===== src/rtl/core/tpca_pkg.sv =====
// ----------------------------------------------------------------------------
// tpca_pkg
// Shared widths, register codes, configuration, command and status types for
// the touch point calibration and averaging unit.
// ----------------------------------------------------------------------------
package tpca_pkg;

  localparam int RAW_W      = 12;
  localparam int RES_W      = 13;
  localparam int ORIENT_W   = 3;
  localparam int PROD_W     = RAW_W + RES_W;
  localparam int DIV_STEPS  = 2;
  localparam int DIV_W      = ((PROD_W + DIV_STEPS - 1) / DIV_STEPS) * DIV_STEPS;
  localparam int DIV_CYC    = DIV_W / DIV_STEPS;
  localparam int DIV_CNT_W  = $clog2(DIV_CYC + 1);

  localparam int AVG_DEPTH_DEF = 4;

  localparam int APB_DW = 32;
  localparam int APB_AW = 5;

  localparam int ORIENT_SWAP  = 0;
  localparam int ORIENT_INV_X = 1;
  localparam int ORIENT_INV_Y = 2;

  localparam logic [RAW_W-1:0]    X_MIN_RST  = RAW_W'(200);
  localparam logic [RAW_W-1:0]    X_MAX_RST  = RAW_W'(3800);
  localparam logic [RAW_W-1:0]    Y_MIN_RST  = RAW_W'(200);
  localparam logic [RAW_W-1:0]    Y_MAX_RST  = RAW_W'(3800);
  localparam logic [RES_W-1:0]    WIDTH_RST  = RES_W'(480);
  localparam logic [RES_W-1:0]    HEIGHT_RST = RES_W'(320);
  localparam logic [ORIENT_W-1:0] ORIENT_RST = '0;

  typedef enum logic [2:0] {
    REG_X_MIN  = 3'd0,
    REG_X_MAX  = 3'd1,
    REG_Y_MIN  = 3'd2,
    REG_Y_MAX  = 3'd3,
    REG_WIDTH  = 3'd4,
    REG_HEIGHT = 3'd5,
    REG_ORIENT = 3'd6
  } reg_idx_t;

  typedef struct packed {
    logic [RAW_W-1:0]    x_min;
    logic [RAW_W-1:0]    x_max;
    logic [RAW_W-1:0]    y_min;
    logic [RAW_W-1:0]    y_max;
    logic [RES_W-1:0]    width;
    logic [RES_W-1:0]    height;
    logic [ORIENT_W-1:0] orient;
  } cfg_t;

  typedef enum logic [3:0] {
    ST_IDLE,
    ST_MULT,
    ST_DIV_SCALE,
    ST_WAIT_SCALE,
    ST_UPDATE,
    ST_DIV_AVG,
    ST_WAIT_AVG,
    ST_HOLD,
    ST_FINISH
  } state_t;

  typedef struct packed {
    logic load_in;
    logic mult;
    logic div_start;
    logic div_avg;
    logic update;
    logic release_clr;
    logic hold;
    logic load_out;
  } cmd_t;

  typedef struct packed {
    logic touched;
    logic div_busy;
    logic out_free;
  } status_t;

endpackage


===== src/rtl/core/tpca_regs.sv =====
// ----------------------------------------------------------------------------
// tpca_regs
// APB register bank holding the calibration limits, resolution and
// orientation settings.
// ----------------------------------------------------------------------------
module tpca_regs
  import tpca_pkg::*;
(
  input  logic              clk,
  input  logic              rst,
  input  logic              psel,
  input  logic              penable,
  input  logic              pwrite,
  input  logic [APB_AW-1:0] paddr,
  input  logic [APB_DW-1:0] pwdata,
  output logic [APB_DW-1:0] prdata,
  output cfg_t              cfg
);

  logic     wr_en;
  reg_idx_t idx;

  assign wr_en = psel && penable && pwrite;
  assign idx   = reg_idx_t'(paddr[APB_AW-1:2]);

  always_ff @(posedge clk) begin
    if (rst) begin
      cfg.x_min  <= X_MIN_RST;
      cfg.x_max  <= X_MAX_RST;
      cfg.y_min  <= Y_MIN_RST;
      cfg.y_max  <= Y_MAX_RST;
      cfg.width  <= WIDTH_RST;
      cfg.height <= HEIGHT_RST;
      cfg.orient <= ORIENT_RST;
    end else if (wr_en) begin
      unique case (idx)
        REG_X_MIN:  cfg.x_min  <= pwdata[RAW_W-1:0];
        REG_X_MAX:  cfg.x_max  <= pwdata[RAW_W-1:0];
        REG_Y_MIN:  cfg.y_min  <= pwdata[RAW_W-1:0];
        REG_Y_MAX:  cfg.y_max  <= pwdata[RAW_W-1:0];
        REG_WIDTH:  cfg.width  <= pwdata[RES_W-1:0];
        REG_HEIGHT: cfg.height <= pwdata[RES_W-1:0];
        REG_ORIENT: cfg.orient <= pwdata[ORIENT_W-1:0];
        default: ;
      endcase
    end
  end

  always_comb begin
    unique case (idx)
      REG_X_MIN:  prdata = APB_DW'(cfg.x_min);
      REG_X_MAX:  prdata = APB_DW'(cfg.x_max);
      REG_Y_MIN:  prdata = APB_DW'(cfg.y_min);
      REG_Y_MAX:  prdata = APB_DW'(cfg.y_max);
      REG_WIDTH:  prdata = APB_DW'(cfg.width);
      REG_HEIGHT: prdata = APB_DW'(cfg.height);
      REG_ORIENT: prdata = APB_DW'(cfg.orient);
      default:    prdata = '0;
    endcase
  end

endmodule


===== src/rtl/core/tpca_div.sv =====
// ----------------------------------------------------------------------------
// tpca_div
// Iterative restoring divider that retires two quotient bits per cycle.
// ----------------------------------------------------------------------------
module tpca_div
  import tpca_pkg::*;
(
  input  logic             clk,
  input  logic             rst,
  input  logic             start,
  input  logic [DIV_W-1:0] dividend,
  input  logic [RAW_W-1:0] divisor,
  output logic             busy,
  output logic [DIV_W-1:0] quotient
);

  logic [RAW_W-1:0]     rem;
  logic [RAW_W-1:0]     den;
  logic [DIV_CNT_W-1:0] cnt;
  logic [RAW_W-1:0]     rem_next;
  logic [DIV_W-1:0]     quo_next;
  logic [RAW_W:0]       trial;

  always_comb begin
    rem_next = rem;
    quo_next = quotient;
    trial    = '0;
    for (int k = 0; k < DIV_STEPS; k++) begin
      trial    = {rem_next, quo_next[DIV_W-1]};
      quo_next = {quo_next[DIV_W-2:0], 1'b0};
      if (trial >= {1'b0, den}) begin
        trial       = trial - {1'b0, den};
        quo_next[0] = 1'b1;
      end
      rem_next = trial[RAW_W-1:0];
    end
  end

  always_ff @(posedge clk) begin
    if (rst) begin
      busy <= 1'b0;
      cnt  <= '0;
    end else if (start) begin
      busy <= 1'b1;
      cnt  <= DIV_CNT_W'(DIV_CYC);
    end else if (busy) begin
      cnt <= cnt - 1'b1;
      if (cnt == DIV_CNT_W'(1)) begin
        busy <= 1'b0;
      end
    end
  end

  always_ff @(posedge clk) begin
    if (start) begin
      rem      <= '0;
      den      <= divisor;
      quotient <= dividend;
    end else if (busy) begin
      rem      <= rem_next;
      quotient <= quo_next;
    end
  end

endmodule


===== src/rtl/core/tpca_datapath.sv =====
// ----------------------------------------------------------------------------
// tpca_datapath
// Offset, scale, saturate and invert for both axes, the sliding window with
// running sums, the held point and the result register.
// ----------------------------------------------------------------------------
module tpca_datapath
  import tpca_pkg::*;
#(
  parameter int AVG_DEPTH = AVG_DEPTH_DEF
) (
  input  logic             clk,
  input  logic             rst,
  input  cfg_t             cfg,
  input  cmd_t             cmd,
  output status_t          status,
  input  logic             in_touched,
  input  logic [RAW_W-1:0] in_raw_x,
  input  logic [RAW_W-1:0] in_raw_y,
  output logic             out_valid,
  input  logic             out_ready,
  output logic             out_pressed,
  output logic [RES_W-1:0] out_pos_x,
  output logic [RES_W-1:0] out_pos_y
);

  localparam int FILL_W = $clog2(AVG_DEPTH + 1);
  localparam int SUM_W  = RES_W + $clog2(AVG_DEPTH + 1);

  logic              touched;
  logic [RAW_W-1:0]  raw_x;
  logic [RAW_W-1:0]  raw_y;
  logic [PROD_W-1:0] prod_x;
  logic [PROD_W-1:0] prod_y;
  logic [RES_W-1:0]  hist_x [AVG_DEPTH];
  logic [RES_W-1:0]  hist_y [AVG_DEPTH];
  logic [SUM_W-1:0]  sum_x;
  logic [SUM_W-1:0]  sum_y;
  logic [FILL_W-1:0] fill;
  logic [RES_W-1:0]  held_x;
  logic [RES_W-1:0]  held_y;

  logic [RAW_W-1:0] sel_x, sel_y, off_x, off_y, span_x, span_y;
  logic             zero_x, zero_y, full;
  logic [DIV_W-1:0] dvd_x, dvd_y, quo_x, quo_y;
  logic [RAW_W-1:0] dvs_x, dvs_y;
  logic             busy_x, busy_y;
  logic [RES_W-1:0] sat_x, sat_y, clip_x, clip_y, cx, cy;

  always_comb begin
    sel_x  = cfg.orient[ORIENT_SWAP] ? raw_y : raw_x;
    sel_y  = cfg.orient[ORIENT_SWAP] ? raw_x : raw_y;
    off_x  = (sel_x > cfg.x_min) ? sel_x - cfg.x_min : '0;
    off_y  = (sel_y > cfg.y_min) ? sel_y - cfg.y_min : '0;
    span_x = cfg.x_max - cfg.x_min;
    span_y = cfg.y_max - cfg.y_min;
    zero_x = (cfg.x_max <= cfg.x_min) || (cfg.width == '0);
    zero_y = (cfg.y_max <= cfg.y_min) || (cfg.height == '0);
    full   = (fill == FILL_W'(AVG_DEPTH));

    dvd_x = cmd.div_avg ? DIV_W'(sum_x) : DIV_W'(prod_x);
    dvd_y = cmd.div_avg ? DIV_W'(sum_y) : DIV_W'(prod_y);
    dvs_x = cmd.div_avg ? RAW_W'(fill) : span_x;
    dvs_y = cmd.div_avg ? RAW_W'(fill) : span_y;

    sat_x  = (quo_x > DIV_W'(cfg.width)) ? cfg.width : quo_x[RES_W-1:0];
    sat_y  = (quo_y > DIV_W'(cfg.height)) ? cfg.height : quo_y[RES_W-1:0];
    clip_x = zero_x ? '0 : sat_x;
    clip_y = zero_y ? '0 : sat_y;
    cx     = cfg.orient[ORIENT_INV_X] ? cfg.width - clip_x : clip_x;
    cy     = cfg.orient[ORIENT_INV_Y] ? cfg.height - clip_y : clip_y;
  end

  tpca_div u_div_x (
    .clk      (clk),
    .rst      (rst),
    .start    (cmd.div_start),
    .dividend (dvd_x),
    .divisor  (dvs_x),
    .busy     (busy_x),
    .quotient (quo_x)
  );

  tpca_div u_div_y (
    .clk      (clk),
    .rst      (rst),
    .start    (cmd.div_start),
    .dividend (dvd_y),
    .divisor  (dvs_y),
    .busy     (busy_y),
    .quotient (quo_y)
  );

  always_ff @(posedge clk) begin
    if (cmd.load_in) begin
      touched <= in_touched;
      raw_x   <= in_raw_x;
      raw_y   <= in_raw_y;
    end
    if (cmd.mult) begin
      prod_x <= PROD_W'(off_x) * PROD_W'(cfg.width);
      prod_y <= PROD_W'(off_y) * PROD_W'(cfg.height);
    end
    if (cmd.update) begin
      for (int i = AVG_DEPTH - 1; i > 0; i--) begin
        hist_x[i] <= hist_x[i-1];
        hist_y[i] <= hist_y[i-1];
      end
      hist_x[0] <= cx;
      hist_y[0] <= cy;
    end
    if (cmd.load_out) begin
      out_pressed <= touched;
      out_pos_x   <= held_x;
      out_pos_y   <= held_y;
    end
  end

  always_ff @(posedge clk) begin
    if (rst) begin
      fill      <= '0;
      sum_x     <= '0;
      sum_y     <= '0;
      held_x    <= '0;
      held_y    <= '0;
      out_valid <= 1'b0;
    end else begin
      if (cmd.release_clr) begin
        fill  <= '0;
        sum_x <= '0;
        sum_y <= '0;
      end else if (cmd.update) begin
        if (full) begin
          sum_x <= sum_x + SUM_W'(cx) - SUM_W'(hist_x[AVG_DEPTH-1]);
          sum_y <= sum_y + SUM_W'(cy) - SUM_W'(hist_y[AVG_DEPTH-1]);
        end else begin
          sum_x <= sum_x + SUM_W'(cx);
          sum_y <= sum_y + SUM_W'(cy);
          fill  <= fill + 1'b1;
        end
      end
      if (cmd.hold) begin
        held_x <= quo_x[RES_W-1:0];
        held_y <= quo_y[RES_W-1:0];
      end
      if (cmd.load_out) begin
        out_valid <= 1'b1;
      end else if (out_ready) begin
        out_valid <= 1'b0;
      end
    end
  end

  assign status.touched  = touched;
  assign status.div_busy = busy_x || busy_y;
  assign status.out_free = !out_valid || out_ready;

endmodule


===== src/rtl/core/tpca_ctrl.sv =====
// ----------------------------------------------------------------------------
// tpca_ctrl
// Sequencer that steps one sample through scaling, window update, averaging
// and hand-off to the result register; a released sample clears the window instead.
// ----------------------------------------------------------------------------
module tpca_ctrl
  import tpca_pkg::*;
(
  input  logic    clk,
  input  logic    rst,
  input  logic    in_valid,
  output logic    in_ready,
  input  status_t status,
  output cmd_t    cmd
);

  state_t state, state_next;

  always_ff @(posedge clk) begin
    if (rst) begin
      state <= ST_IDLE;
    end else begin
      state <= state_next;
    end
  end

  always_comb begin
    state_next = state;
    cmd        = '0;
    in_ready   = 1'b0;
    unique case (state)
      ST_IDLE: begin
        in_ready = 1'b1;
        if (in_valid) begin
          cmd.load_in = 1'b1;
          state_next  = ST_MULT;
        end
      end
      ST_MULT: begin
        if (status.touched) begin
          cmd.mult   = 1'b1;
          state_next = ST_DIV_SCALE;
        end else begin
          cmd.release_clr = 1'b1;
          state_next      = ST_FINISH;
        end
      end
      ST_DIV_SCALE: begin
        cmd.div_start = 1'b1;
        state_next    = ST_WAIT_SCALE;
      end
      ST_WAIT_SCALE: begin
        if (!status.div_busy) begin
          state_next = ST_UPDATE;
        end
      end
      ST_UPDATE: begin
        cmd.update = 1'b1;
        state_next = ST_DIV_AVG;
      end
      ST_DIV_AVG: begin
        cmd.div_start = 1'b1;
        cmd.div_avg   = 1'b1;
        state_next    = ST_WAIT_AVG;
      end
      ST_WAIT_AVG: begin
        cmd.div_avg = 1'b1;
        if (!status.div_busy) begin
          state_next = ST_HOLD;
        end
      end
      ST_HOLD: begin
        cmd.hold   = 1'b1;
        state_next = ST_FINISH;
      end
      ST_FINISH: begin
        if (status.out_free) begin
          cmd.load_out = 1'b1;
          state_next   = ST_IDLE;
        end
      end
      default: state_next = ST_IDLE;
    endcase
  end

endmodule


===== src/rtl/core/touch_point_calibrate_average_unit.sv =====
// A pressed sample is scaled, windowed, averaged and held, using two passes
// through the shared pair of two-bit-per-cycle dividers; a released sample empties the window.
// Either result is then loaded, and a new sample is accepted only after that load.
// The result register lets the next sample be accepted while a result waits.
// Synchronous reset restores the register defaults, empties the window and zeroes the held point.
// ----------------------------------------------------------------------------
// touch_point_calibrate_average_unit
// Calibrates raw touch samples to screen coordinates and averages them over a
// sliding window of recent points.
// ----------------------------------------------------------------------------
module touch_point_calibrate_average_unit
  import tpca_pkg::*;
#(
  parameter int AVG_DEPTH = AVG_DEPTH_DEF
) (
  input  logic              clk,
  input  logic              rst,
  input  logic              psel,
  input  logic              penable,
  input  logic              pwrite,
  input  logic [APB_AW-1:0] paddr,
  input  logic [APB_DW-1:0] pwdata,
  output logic [APB_DW-1:0] prdata,
  output logic              pready,
  input  logic              s_tvalid,
  output logic              s_tready,
  input  logic [23:0]       s_tdata,  // raw_x[11:0], raw_y[23:12]
  input  logic              s_tuser,  // touched[0]
  output logic              m_tvalid,
  input  logic              m_tready,
  output logic [31:0]       m_tdata,  // pos_x[12:0], pos_y[25:13], zero[31:26]
  output logic              m_tuser   // pressed[0]
);

  cfg_t             cfg;
  cmd_t             cmd;
  status_t          status;
  logic [RES_W-1:0] pos_x;
  logic [RES_W-1:0] pos_y;

  assign pready = 1'b1;

  tpca_regs u_regs (
    .clk     (clk),
    .rst     (rst),
    .psel    (psel),
    .penable (penable),
    .pwrite  (pwrite),
    .paddr   (paddr),
    .pwdata  (pwdata),
    .prdata  (prdata),
    .cfg     (cfg)
  );

  tpca_ctrl u_ctrl (
    .clk      (clk),
    .rst      (rst),
    .in_valid (s_tvalid),
    .in_ready (s_tready),
    .status   (status),
    .cmd      (cmd)
  );

  tpca_datapath #(
    .AVG_DEPTH (AVG_DEPTH)
  ) u_datapath (
    .clk         (clk),
    .rst         (rst),
    .cfg         (cfg),
    .cmd         (cmd),
    .status      (status),
    .in_touched  (s_tuser),
    .in_raw_x    (s_tdata[RAW_W-1:0]),
    .in_raw_y    (s_tdata[2*RAW_W-1:RAW_W]),
    .out_valid   (m_tvalid),
    .out_ready   (m_tready),
    .out_pressed (m_tuser),
    .out_pos_x   (pos_x),
    .out_pos_y   (pos_y)
  );

  assign m_tdata = {(32 - 2 * RES_W)'(0), pos_y, pos_x};

endmodule

===== config.mk =====
export PLATFORM = sky130hd
export DESIGN_NAME = touch_point_calibrate_average_unit
export DESIGN_NICKNAME = d
export VERILOG_FILES = /design/src/rtl/core/tpca_pkg.sv /design/src/rtl/core/tpca_regs.sv /design/src/rtl/core/tpca_div.sv /design/src/rtl/core/tpca_datapath.sv /design/src/rtl/core/tpca_ctrl.sv /design/src/rtl/core/touch_point_calibrate_average_unit.sv
export SDC_FILE = /design/constraint.sdc
export NUM_CORES = 2
export LEC_CHECK = 0
export BUFFER_PORTS_ARGS = -buffer_cell sky130_fd_sc_hd__buf_2
export CAP_MARGIN = 25
export CORE_MARGIN = 1
export CORE_UTILIZATION = 30
export CTS_BUF_LIST = sky130_fd_sc_hd__clkbuf_16
export DETAILED_ROUTE_END_ITERATION = 7
export PLACE_DENSITY_LB_ADDON = 0.15
export SETUP_SLACK_MARGIN = 0.2
export SYNTH_ARGS = -nofsm -noshare
export SYNTH_HDL_FRONTEND = slang
export SYNTH_SLANG_ARGS = --single-unit

===== constraint.sdc =====
create_clock -name clk -period 9.1 [get_ports clk]
set_input_delay 0 -clock clk [delete_from_list [all_inputs] [get_ports clk]]
set_output_delay 0 -clock clk [all_outputs]
set_load 0.005 [all_outputs]

==> reports/metrics.csv <==
stage,metric,value,unit
min_path,worst hold endpoint,u_regs.cfg[42],
synth,top_reg_cell synth,edfxtp_1,
synth,ys async rst share,0,
worst_setup_path,FF-to-FF End,u_datapath.prod_x[22],
finish,design area,0.04203,mm2
synth,"FF+latch count, synth",459,
finish,Fillers,12670,
timing,Least-Margin Pin Slew,971.1,ps
drt,routed vias/inst,4.921,
worst_setup_path,CP arrival,8870,ps
clocking,clock sinks,459,
timing,Pins Over Slew Limit,0,
finish,area of the multi-input gates,0.02257,mm2
finish,Area Overhead vs Synth,13.73,%
worst_setup_path,CP Launch Type,flip-flop,
drt,DRC viols,0,
clocking,Max clock buf depth,3,
place,GP Congestion,0.8335,
synth,Area contributors post-synth,"edfxtp_1 (23%), fa_1 (13%), ha_1 (11%)",
worst_setup_path,length in cells of the worst reg-to-reg path,34,
timing,f_max,118.3,MHz
outcome,outcome,"complete, but fails checks",
min_path,hold depth,6,
synth,"top cells by count, synth","nand2_1 (563), inv_1 (440), ha_1 (334)",
drt,per-cell routed wire length,19.12,um
power_and_ir_drop,Leakage,0.01783,uW
timing,WHS,-34.25,ps
synth,top-count cell post-synth,nand2_1,
timing,max_slew headroom,0.3502,
place,post-place setup slack,329.4,ps
worst_setup_path,CP max stage delay,550,ps
worst_setup_path,CP required,9520,ps
drt,"antenna viol nets, final",0,
drt,drt first pass iters,5,
clocking,CTS Root Cell,clkbuf_16,
clocking,worst-skew pair later-pin latency,670,ps
timing,Final Hold Viols,1,
drt,DR vias,28630,
clocking,number of H-tree levels,2,
global_routing,Tot GR Track Use,0.1766,
global_routing,initial antenna violation count,0,
place,DP Wirelength,85010,um
run,Max-Cap Viols,0,
timing,post-route setup TNS,0,ps
worst_setup_path,"slowest stage cell, crit path",fa_1,
place,IO Port Bufs,89,
clocking,CTS buffer count,57,
timing,minimum clock period,8450,ps
min_path,Hold Crit Class,input port to flip-flop,
worst_setup_path,Critical Path Most Common Cell,fa_1,
power_and_ir_drop,worst vdd ir,0.1302,mV
floorplan,Die Y,353.0,um
synth,Mapped Cells,4008,
worst_setup_path,CP endpoint kind,flip-flop,
timing,RSZ-0062 raised after global routing,true,
power_and_ir_drop,Pwr Density,201.0,mW/mm2
synth,Synthesis Warnings,0,
finish,fin nets,4779,
drt,1st-iter DRT viols,1750,
clocking,CTS tree,yes,
synth,top cell type's share of synthesized area,0.2291,
global_routing,first-pass GRT wire length,171400,um
worst_setup_path,largest fanout on the critical path,32,
floorplan,Ports,137,
finish,share of layout cells above drive strength 1,0.08616,
synth,post-synthesis cell type count,96,
synth,"Seq/Total Area, Yosys",0.3250,
synth,Synth area leader,edfxtp_1,
timing,Final Skew,21.80,ps
global_routing,largest net degree at the start of global routing,78,
floorplan,DIE AREA,0.1246,mm2
finish,FF/Latch Area,0.01201,mm2
global_routing,total grt overflow,0,
floorplan,die width,353.0,um
floorplan,Core Area,0.1220,mm2
outcome,violated checks,hold timing,
clocking,Clock transition at path regs,60,ps
synth,number of synthesized flops with an enable pin,282,
timing,Worst Slack Setup Final,649.6,ps
floorplan,Initial Util,0.3028,
global_routing,number of global-route vias before repair,28260,
worst_setup_path,kind of critical path,flip-flop to flip-flop,
worst_setup_path,worst reg2reg setup slack,650,ps
synth,syn avg cell area,9.220,um2
min_path,critical hold path startpoint,pwrite,
place,Post-DP Area,0.03945,mm2
synth,Mapped Area,0.03696,mm2
floorplan,# rows,128,
timing,final period utilization,0.9286,
worst_setup_path,origin of the critical flop-to-flop path,u_regs.cfg[0],
timing,Setup Viol. Count Final,0,
drt,Post-Route WL,111200,um
[what timing repair did]
action / CTS / global route
endpoints found under the hold margin: 138 / 1
buffers inserted: 0 / 1
gates resized for setup: 0 / 15
endpoints found under the setup margin: 0 / 15
hold buffers: 61 / 1
[cell usage in the layout, fill, tap and decap left out, drive strengths merged, types with 28 or more instances in the layout]
master and n:
a211oi 40, a21o 60, a21oi 246, a31oi 43, buf 188, clkbuf 59, dfxtp 177, dlygate4sd3 62
edfxtp 282, fa 234, ha 334, inv 462, mux2 39, mux2i 100, nand2 563, nand3 50
nor2 241, nor2b 41, nor3 128, nor4 46, o211ai 28, o21a 30, o21ai 175, or2 29
xnor2 106, xor2 55
[critical path, delay by kind of cell (launching register included)]
kind | cells | cell delay [ps]
AO/OA/AOI/OAI | 13 | 2890
XOR/XNOR | 1 | 130
adder cells (fa/ha/maj) | 8 | 3330
buffers and inverters | 7 | 870
flip-flops | 1 | 420
multiplexers | 1 | 210
AND/OR/NAND/NOR | 4 | 350
[how the worst max path moves through the flow]
stage	startpoint	to	slack (ps)
finish	u_regs.cfg[0]	u_datapath.prod_x[22]	650
CTS	u_regs.cfg[0]	u_datapath.prod_x[21]	310
floorplan	u_regs.cfg[0]	u_datapath.prod_x[22]	720
global route	u_regs.cfg[0]	u_datapath.prod_x[21]	160
global placement	u_regs.cfg[0]	u_datapath.prod_x[21]	480
detailed placement	u_regs.cfg[0]	u_datapath.prod_x[21]	330
[metal layers]
metal,part of all wire,global-route usage
met3,0.043,0.02181
met2,0.44,0.2801
met1,0.49,0.2554
met5,0,0
met4,0.019,0.03931
[cell families (layout without fill, tap and decap cells)]
family / count (synthesis) / after routing / share of synthesized area
buffers and inverters: 646 / 804 / 0.06924
muxes: 141 / 141 / 0.04019
and+or+nand+nor: 1254 / 1254 / 0.1545
other: 2 / 28 / 0.0002032
adders and majority gates: 568 / 568 / 0.2398
AOI/OAI and AO/OA: 777 / 777 / 0.1329
xor gates and xnor gates: 161 / 161 / 0.03816
DFF: 459 / 459 / 0.3250
[sequential cells by signal (all words and copies together) (netlist names), 16 cells and up]
signal	count
u_datapath.hist_x	52
u_datapath.hist_y	52
u_datapath.prod_x	25
u_datapath.prod_y	25
u_datapath.sum_x	16
u_datapath.sum_y	16
u_datapath.u_div_x.quotient	26
u_datapath.u_div_y.quotient	26
u_regs.cfg	77
[power by group]
part	total [uW]	leakage [uW]	switching, uW	internal (uW)
logic	3680	0.0128	2100	1580
registers	2490	0.00403	94.4	2390
clock network	2280	0.000953	980	1300
total	8450	0.0178	3170	5280
[metrics by stage]
step | total power (uW) | utilization | hold WS [ps] | instances
floorplan | 5299 | - | 98.87 | 4032
detailed placement | 6150 | 0.3232 | 178.1 | 5641
finish | 8448 | 0.3444 | -34.25 | 5817
global placement | 6142 | 0.3230 | 177.8 | 5640
CTS | 8506 | 0.3433 | 0.5704 | 5809
global route | 9107 | 0.3444 | 8.231 | 5815
[cell type report]
class | instances | area share
Antenna cell | 2 | 0.0001191
Clock buffer | 58 | 0.03453
Clock inverter | 49 | 0.009139
Inverter | 446 | 0.04001
Multi-Input combinational cell | 2927 | 0.5371
Sequential cell | 459 | 0.2858
Tap cell | 1625 | 0.04837
Timing Repair Buffer | 251 | 0.04492
No activity file was read; power rests on OpenSTA's default activity.
